$ cat src/rtl/core/nhs_pkg.sv
// ----------------------------------------------------------------------------
// nhs_pkg
// Types and constants shared by the network header splitter.
// ----------------------------------------------------------------------------
package nhs_pkg;

  localparam int unsigned ByteW = 8;
  localparam int unsigned PosW  = 10;

  localparam logic [ByteW-1:0] TypeMask   = 8'b0000_0011;
  localparam logic [ByteW-1:0] SecBit     = 8'b0000_0010;
  localparam logic [ByteW-1:0] RouteBit   = 8'b0000_0100;
  localparam logic [ByteW-1:0] DstIeeeBit = 8'b0000_1000;
  localparam logic [ByteW-1:0] SrcIeeeBit = 8'b0001_0000;

  localparam logic [PosW-1:0] FixedLen   = 10'd8;
  localparam logic [PosW-1:0] IeeeLen    = 10'd8;
  localparam logic [PosW-1:0] RelayBase  = 10'd2;
  localparam logic [PosW-1:0] PosMax     = 10'd1023;
  localparam logic [PosW-1:0] PosFcLow   = 10'd0;
  localparam logic [PosW-1:0] PosFcHigh  = 10'd1;

  typedef struct packed {
    logic [ByteW-1:0] data_byte;
    logic             frame_end;
  } nhs_in_t;

  typedef struct packed {
    logic [ByteW-1:0] out_byte;
    logic             in_payload;
    logic             frame_done;
    logic             frame_ok;
    logic             security_enabled;
    logic [PosW-1:0]  header_length;
  } nhs_res_t;

endpackage

$ cat src/rtl/core/nhs_in_if.sv
// ----------------------------------------------------------------------------
// nhs_in_if
// Byte channel into the splitter: valid/ready plus one frame byte.
// ----------------------------------------------------------------------------
interface nhs_in_if;

  logic                          valid;
  logic                          ready;
  logic [nhs_pkg::ByteW-1:0]     data_byte;
  logic                          frame_end;

  modport source (output valid, output data_byte, output frame_end, input ready);
  modport sink   (input valid, input data_byte, input frame_end, output ready);

endinterface

$ cat src/rtl/core/nhs_out_if.sv
// ----------------------------------------------------------------------------
// nhs_out_if
// Tagged byte channel out of the splitter: valid/ready plus result fields.
// ----------------------------------------------------------------------------
interface nhs_out_if;

  logic                          valid;
  logic                          ready;
  logic [nhs_pkg::ByteW-1:0]     out_byte;
  logic                          in_payload;
  logic                          frame_done;
  logic                          frame_ok;
  logic                          security_enabled;
  logic [nhs_pkg::PosW-1:0]      header_length;

  modport source (output valid, output out_byte, output in_payload, output frame_done,
                  output frame_ok, output security_enabled, output header_length,
                  input ready);
  modport sink   (input valid, input out_byte, input in_payload, input frame_done,
                  input frame_ok, input security_enabled, input header_length,
                  output ready);

endinterface

$ cat src/rtl/core/nhs_in_stage.sv
// ----------------------------------------------------------------------------
// nhs_in_stage
// Input register: holds one incoming byte until the parser takes it.
// ----------------------------------------------------------------------------
module nhs_in_stage (
  input  logic             clk_i,
  input  logic             rst_ni,
  input  logic             valid_i,
  output logic             ready_o,
  input  nhs_pkg::nhs_in_t item_i,
  output logic             valid_o,
  input  logic             ready_i,
  output nhs_pkg::nhs_in_t item_o
);
  import nhs_pkg::*;

  logic    valid_q;
  nhs_in_t item_q;

  assign ready_o = !valid_q || ready_i;
  assign valid_o = valid_q;
  assign item_o  = item_q;

  always_ff @(posedge clk_i or negedge rst_ni) begin
    if (!rst_ni) begin
      valid_q <= 1'b0;
    end else if (ready_o) begin
      valid_q <= valid_i;
    end
  end

  always_ff @(posedge clk_i) begin
    if (ready_o && valid_i) begin
      item_q <= item_i;
    end
  end

endmodule

$ cat src/rtl/core/nhs_parser.sv
// ----------------------------------------------------------------------------
// nhs_parser
// Header tracker: byte counter, flag capture and header length per byte.
// ----------------------------------------------------------------------------
module nhs_parser (
  input  logic              clk_i,
  input  logic              rst_ni,
  input  logic              fire_i,
  input  nhs_pkg::nhs_in_t  item_i,
  output nhs_pkg::nhs_res_t res_o
);
  import nhs_pkg::*;

  logic [PosW-1:0] pos_q, pos_d;
  logic            type_bad_q, type_bad_d;
  logic            secure_q, secure_d;
  logic            route_q, route_d;
  logic [PosW-1:0] hdr_end_q, hdr_end_d;
  logic            end_known_q, end_known_d;

  logic [ByteW-1:0] b;
  logic             last;
  logic             payload;
  logic             ok;
  logic [PosW:0]    pos_next;

  assign b    = item_i.data_byte;
  assign last = item_i.frame_end;

  always_comb begin
    type_bad_d  = type_bad_q;
    secure_d    = secure_q;
    route_d     = route_q;
    hdr_end_d   = hdr_end_q;
    end_known_d = end_known_q;
    if (pos_q == PosFcLow) begin
      type_bad_d = |(b & TypeMask);
    end else if (pos_q == PosFcHigh) begin
      secure_d    = |(b & SecBit);
      route_d     = |(b & RouteBit);
      hdr_end_d   = FixedLen + (|(b & DstIeeeBit) ? IeeeLen : '0)
                             + (|(b & SrcIeeeBit) ? IeeeLen : '0);
      end_known_d = !(|(b & RouteBit));
    end else if (route_q && !end_known_q && (pos_q == hdr_end_q)) begin
      // relay list: RelayBase bytes, count byte included, plus two bytes per relay
      hdr_end_d   = hdr_end_q + RelayBase + {1'b0, b, 1'b0};
      end_known_d = 1'b1;
    end
  end

  assign pos_next = {1'b0, pos_q} + {{PosW{1'b0}}, 1'b1};
  assign payload  = !type_bad_d && end_known_d && (pos_q >= hdr_end_d);
  assign ok       = !type_bad_d && end_known_d && (pos_next >= {1'b0, hdr_end_d});

  always_comb begin
    res_o.out_byte         = b;
    res_o.in_payload       = payload;
    res_o.frame_done       = last;
    res_o.frame_ok         = last && ok;
    res_o.security_enabled = last && secure_d;
    res_o.header_length    = (last && ok) ? hdr_end_d : '0;
  end

  always_ff @(posedge clk_i or negedge rst_ni) begin
    if (!rst_ni) begin
      pos_q       <= '0;
      type_bad_q  <= 1'b0;
      secure_q    <= 1'b0;
      route_q     <= 1'b0;
      hdr_end_q   <= '0;
      end_known_q <= 1'b0;
    end else if (fire_i) begin
      if (last) begin
        pos_q       <= '0;
        type_bad_q  <= 1'b0;
        secure_q    <= 1'b0;
        route_q     <= 1'b0;
        hdr_end_q   <= '0;
        end_known_q <= 1'b0;
      end else begin
        pos_q       <= pos_d;
        type_bad_q  <= type_bad_d;
        secure_q    <= secure_d;
        route_q     <= route_d;
        hdr_end_q   <= hdr_end_d;
        end_known_q <= end_known_d;
      end
    end
  end

  assign pos_d = (pos_q < PosMax) ? pos_next[PosW-1:0] : pos_q;

endmodule

$ cat src/rtl/core/nhs_out_stage.sv
// ----------------------------------------------------------------------------
// nhs_out_stage
// Result register: holds one tagged byte until the sink takes it.
// ----------------------------------------------------------------------------
module nhs_out_stage (
  input  logic              clk_i,
  input  logic              rst_ni,
  input  logic              valid_i,
  output logic              ready_o,
  input  nhs_pkg::nhs_res_t res_i,
  output logic              valid_o,
  input  logic              ready_i,
  output nhs_pkg::nhs_res_t res_o
);
  import nhs_pkg::*;

  logic     valid_q;
  nhs_res_t res_q;

  assign ready_o = !valid_q || ready_i;
  assign valid_o = valid_q;
  assign res_o   = res_q;

  always_ff @(posedge clk_i or negedge rst_ni) begin
    if (!rst_ni) begin
      valid_q <= 1'b0;
    end else if (ready_o) begin
      valid_q <= valid_i;
    end
  end

  always_ff @(posedge clk_i) begin
    if (ready_o && valid_i) begin
      res_q <= res_i;
    end
  end

endmodule

$ cat src/rtl/core/nwk_header_splitter.sv
// ----------------------------------------------------------------------------
// nwk_header_splitter
// Tags each network-layer frame byte as header or payload and reports
// frame validity, security flag and header length on the last byte.
// ----------------------------------------------------------------------------
//  channel | dir | handshake         | item
//  in_i    | in  | valid / ready     | data_byte, frame_end
//  out_o   | out | valid / ready     | out_byte, in_payload, frame_done,
//          |     |                   | frame_ok, security_enabled, header_length
//
//  One item per cycle sustained; each byte passes the input register, then the
//  result register, with the header tracker between them.
//  Reset clears the header tracker and both valid flags; no warm-up.
//  A stall on out_o holds the result register and backs up through the
//  input register; each stage takes a new item in the cycle its old one leaves.
// ----------------------------------------------------------------------------
module nwk_header_splitter (
  input  logic      clk_i,
  input  logic      rst_ni,
  nhs_in_if.sink    in_i,
  nhs_out_if.source out_o
);
  import nhs_pkg::*;

  nhs_in_t  in_item;
  nhs_in_t  stage_item;
  nhs_res_t res_next;
  nhs_res_t res_out;
  logic     stage_valid;
  logic     stage_ready;
  logic     fire;

  assign in_item.data_byte = in_i.data_byte;
  assign in_item.frame_end = in_i.frame_end;

  nhs_in_stage u_in_stage (
    .clk_i   (clk_i),
    .rst_ni  (rst_ni),
    .valid_i (in_i.valid),
    .ready_o (in_i.ready),
    .item_i  (in_item),
    .valid_o (stage_valid),
    .ready_i (stage_ready),
    .item_o  (stage_item)
  );

  assign fire = stage_valid && stage_ready;

  nhs_parser u_parser (
    .clk_i  (clk_i),
    .rst_ni (rst_ni),
    .fire_i (fire),
    .item_i (stage_item),
    .res_o  (res_next)
  );

  nhs_out_stage u_out_stage (
    .clk_i   (clk_i),
    .rst_ni  (rst_ni),
    .valid_i (stage_valid),
    .ready_o (stage_ready),
    .res_i   (res_next),
    .valid_o (out_o.valid),
    .ready_i (out_o.ready),
    .res_o   (res_out)
  );

  assign out_o.out_byte         = res_out.out_byte;
  assign out_o.in_payload       = res_out.in_payload;
  assign out_o.frame_done       = res_out.frame_done;
  assign out_o.frame_ok         = res_out.frame_ok;
  assign out_o.security_enabled = res_out.security_enabled;
  assign out_o.header_length    = res_out.header_length;

endmodule

$ cat src/flat_wrapper.sv
// flat-port wrapper written by rule: the top's interface ports become plain ports
module nwk_header_splitter_flat import nhs_pkg::*;
  (clk_i, rst_ni, in_i_valid, in_i_data_byte, in_i_frame_end, in_i_ready, out_o_valid, out_o_out_byte, out_o_in_payload, out_o_frame_done, out_o_frame_ok, out_o_security_enabled, out_o_header_length, out_o_ready);
  nhs_in_if in_i_i ();
  nhs_out_if out_o_i ();
  input  logic clk_i;
  input  logic rst_ni;
  input wire logic [$bits(in_i_i.valid)-1:0] in_i_valid;
  input wire logic [$bits(in_i_i.data_byte)-1:0] in_i_data_byte;
  input wire logic [$bits(in_i_i.frame_end)-1:0] in_i_frame_end;
  output wire logic [$bits(in_i_i.ready)-1:0] in_i_ready;
  output wire logic [$bits(out_o_i.valid)-1:0] out_o_valid;
  output wire logic [$bits(out_o_i.out_byte)-1:0] out_o_out_byte;
  output wire logic [$bits(out_o_i.in_payload)-1:0] out_o_in_payload;
  output wire logic [$bits(out_o_i.frame_done)-1:0] out_o_frame_done;
  output wire logic [$bits(out_o_i.frame_ok)-1:0] out_o_frame_ok;
  output wire logic [$bits(out_o_i.security_enabled)-1:0] out_o_security_enabled;
  output wire logic [$bits(out_o_i.header_length)-1:0] out_o_header_length;
  input wire logic [$bits(out_o_i.ready)-1:0] out_o_ready;
  assign in_i_i.valid = in_i_valid;
  assign in_i_i.data_byte = in_i_data_byte;
  assign in_i_i.frame_end = in_i_frame_end;
  assign in_i_ready = in_i_i.ready;
  assign out_o_valid = out_o_i.valid;
  assign out_o_out_byte = out_o_i.out_byte;
  assign out_o_in_payload = out_o_i.in_payload;
  assign out_o_frame_done = out_o_i.frame_done;
  assign out_o_frame_ok = out_o_i.frame_ok;
  assign out_o_security_enabled = out_o_i.security_enabled;
  assign out_o_header_length = out_o_i.header_length;
  assign out_o_i.ready = out_o_ready;
  nwk_header_splitter u_core (.clk_i(clk_i), .rst_ni(rst_ni), .in_i(in_i_i), .out_o(out_o_i));
endmodule
$ cat config.mk
export PLATFORM = sky130hd
export DESIGN_NAME = nwk_header_splitter_flat
export DESIGN_NICKNAME = d
export VERILOG_FILES = /design/src/rtl/core/nhs_pkg.sv /design/src/rtl/core/nhs_in_if.sv /design/src/rtl/core/nhs_out_if.sv /design/src/rtl/core/nhs_in_stage.sv /design/src/rtl/core/nhs_parser.sv /design/src/rtl/core/nhs_out_stage.sv /design/src/rtl/core/nwk_header_splitter.sv /design/src/flat_wrapper.sv
export SDC_FILE = /design/constraint.sdc
export NUM_CORES = 1
export LEC_CHECK = 0
export BUFFER_PORTS_ARGS = -buffer_cell sky130_fd_sc_hd__buf_2
export CORE_MARGIN = 10
export CORE_UTILIZATION = 25
export DETAILED_ROUTE_END_ITERATION = 16
export PLACE_DENSITY = 0.51
export SKIP_CTS_REPAIR_TIMING = 1
export SLEW_MARGIN = 10
export SYNTH_ARGS = -nofsm -noshare
export SYNTH_HDL_FRONTEND = slang
export SYNTH_SLANG_ARGS = --single-unit
$ cat constraint.sdc
create_clock -name clk_i -period 4.39 [get_ports clk_i]
set_input_delay 1.317 -clock clk_i [delete_from_list [all_inputs] [get_ports clk_i]]
set_output_delay 1.317 -clock clk_i [all_outputs]
set_load 0.01 [all_outputs]
==> summary.txt <==
Synth
  • Avg Cell Area, Syn: roughly 11 um^2
  • Register bit total from synthesis: 57
  • Syn nets: between 300 and 400
  • Largest area contributor in the netlist: edfxtp_1
  • Post-Synthesis Cell Area: roughly 0.0036 mm^2
  • Yosys warns: 0
  • Area contributors post-synth: edfxtp_1, dfrtp_1, ha_1
  • Post-synth top cells: ha_1, edfxtp_1, dfrtp_1, nand2_1
  • Ys flop type: edfxtp_1
  • Post-synthesis cell count: 330
  • Unique cell type count in the Yosys netlist: 54
  • Sequential fraction of the synthesis area: between 40% and 50%
  • EDFF count, synth: 31
  • Asr flop ratio synth: between 40% and 50%
  • Top-area cell type share of the netlist area: a little over a quarter
  • Most frequent cell after synthesis: ha_1

Place
  • DP HPWL: 7020 um
  • PortBufs: 36
  • Cell Area, Placed: ~0.004 mm^2
  • Placer congestion estimate: approximately 0.84

Clocking
  • Number of H-tree levels: 3
  • Cts bufs inserted: 9
  • Clk slew on worst S/H paths: roughly 0.060 ns
  • Root Buffer: clkbuf_16
  • Worst-skew pair later-pin latency: between 0.3 and 0.4 ns
  • CTS tree: done
  • Longest Clk Path Bufs: 2
  • Num Clock Sinks: between 50 and 60

Setup path
  • Slowest CP cell: edfxtp_1
  • Delay-heaviest family, CP: adder cells
  • CP max FO: 11
  • CP Data Arrival Time: slightly above 4 ns
  • CP endpoint kind: register
  • CP Launch Type: register
  • R2R Setup Slk: approximately 0.32 ns
  • CP Cell Sequence: ha_1 > ha_1 > inv_1 > fa_1 > nor2b_1 > o31a_1 > or4_1 > nand3_1 > a22oi_1 > ha_1 > a21o_1 > a21oi_1 > o211ai_1 > a21oi_1 > or3_1 > nor2_1
  • Worst path bufs/invs: 1
  • WP data required: about 4.4 ns
  • CP Class: reg2reg
  • Largest stage delay, worst path: 0.45 ns
  • Most frequent cell on the critical path: ha_1

Hold path
  • Min-delay worst type: reg2reg

Finish
  • Share of cells above drive strength 1: between 15 and 20%
  • Final instance area: between 0.004 and 0.005 mm^2
  • Final core occ: around 31%
  • Area growth syn-to-layout: 19.8%
  • Nets: ~430
  • Fillers: between 1000 and 1500
  • # diodes: 0

Timing
  • Slew headroom: 49.3%
  • Final hold violations: 0
  • RSZ-0062 raised after global routing: false
  • Fin Setup TNS: 0 ns
  • Worst slew pin tran: ~0.75 ns
  • Peak Freq: between 200 and 250 MHz
  • Max-slew violations: 0
  • Tcrit/Tclk final: roughly 90%
  • Clk_skew: slightly below 0.007 ns
  • Min cycle time layout: between 4 and 5 ns
  • Finish-stage setup viols: 0

Detailed routing
  • Total Wirelength: ~9000 um
  • Post-route antenna net violation count: 0
  • Number of vias per cell: 4.81
  • DR top layer: met4
  • Metal3 WL: about 530 um
  • Avg WL per Cell: ~16 um
  • Via count: 2698
  • DRC errors left: 0
  • WL met2: a little over 4000 um
  • Met1 wire length: between 4000 and 5000 um
  • TritonRoute pass-1 iters: 4
  • Initial DRC Count: roughly 160

Floorplanning
  • Ports: 37
  • Die height: roughly 140 um
  • Starting Density: between 20% and 30%
  • Core Area: between 0.01 and 0.015 mm^2
  • Die ar.: 0.0195 mm^2
  • Die Wd: 140 um
  • # rows: 43

GRT
  • Initial antenna violation count: 0
  • Largest net degree at the start of global routing: 27
  • Overflow after GRT: 0
  • Total track usage: around a tenth
  • Vias in the first global route: between 2000 and 3000
  • First-pass GRT wire length: between 15000 and 20000 um

Pwr
  • Maximum VDD drop: 222 uV
  • PD cells: 419 mW/mm^2
  • Lkg Pwr: roughly 1.9 nW

Run status
  • Status: completed

Run
  • Max_cap viols: 0
==> registers in the layout, summed over array words and instances, names as in the netlist <==
signal,flops
u_core.u_in_stage.item_o,9
u_core.u_in_stage.valid_o,1
u_core.u_out_stage.res_o,22
u_core.u_out_stage.valid_o,1
u_core.u_parser.end_known_q,1
u_core.u_parser.hdr_end_q,10
u_core.u_parser.pos_q,10
u_core.u_parser.route_q,1
u_core.u_parser.secure_q,1
u_core.u_parser.type_bad_q,1
==> power by group <==
part           internal [W]  switching, W  leakage (nW)  total, W
Sequential         0.000618     0.0000455         0.653  0.000663
Clock              0.000437      0.000253         0.137  0.000690
Combinational      0.000186      0.000258          1.08  0.000444
==> final cells by class <==
class                      instances  area, um^2  share of cell area [%]
clock buffer                       9         225                    5.26
multi-input combinational        246        1870                    43.7
sequential                        57        1580                    36.9
tap                              180         225                    5.26
inverter                          18        67.6                    1.58
timing repair buffer              44         240                    5.61
clock inverter                     7        71.3                    1.66
==> layout by cell type, fill, tap and decap left out, types with 8 or more instances in the layout <==
cell,instances
a21oi_1,15
buf_2,36
buf_4,8
clkbuf_16,9
dfrtp_1,26
edfxtp_1,31
ha_1,39
inv_1,17
mux2i_1,8
nand2_1,26
nand3_1,15
nor2_1,14
o21ai_0,17
xnor2_1,16
==> routing by layer <==
layer	vias up	track usage (%)
met4	0	2.72
met2	78	14.6
li1	1322	-
met1	1287	12.7
met5	-	0
met3	11	2.59
==> logic make-up (layout without fill, tap and decap cells) <==
group	count (synthesis)	in the layout	share of synthesized area, %
multiplexers	8	8	2.24
AO/OA/AOI/OAI	77	77	14.4
AND/OR/NAND/NOR	99	99	16.2
buffers and inverters	27	78	3.36
flip-flops	57	57	44.2
XOR/XNOR	22	22	5.39
adder cells (fa/ha/maj)	40	40	14.2
==> stage by stage <==
step	setup slack, ns	power, W	std cells	hold slack [ns]
floorplan	0.949	0.000965	330	0.431
global placement	0.437	0.00111	545	0.445
detailed placement	0.358	0.00112	545	0.449
CTS	0.332	0.00182	561	0.462
global route	0.0368	0.00190	561	0.471
finish	0.324	0.00180	561	0.457
==> path summary, 6_finish.rpt <==
| path | from | endpoint | cells after the start |
|---|---|---|---|
| setup reg to reg | u_core.u_in_stage.item_o[2] | u_core.u_out_stage.res_o[4] | 16 |
| max in group asynchronous | rst_ni | u_core.u_parser.hdr_end_q[7] | 1 |
| min in group asynchronous | rst_ni | u_core.u_parser.pos_q[7] | 1 |
| hold reg to reg | u_core.u_in_stage.item_o[6] | u_core.u_out_stage.res_o[19] | 0 |
| hold / removal | u_core.u_in_stage.item_o[6] | u_core.u_out_stage.res_o[19] | 0 |
| setup / recovery | u_core.u_in_stage.item_o[2] | u_core.u_out_stage.res_o[4] | 16 |
Note: power is estimated with default switching activity, not from simulation.
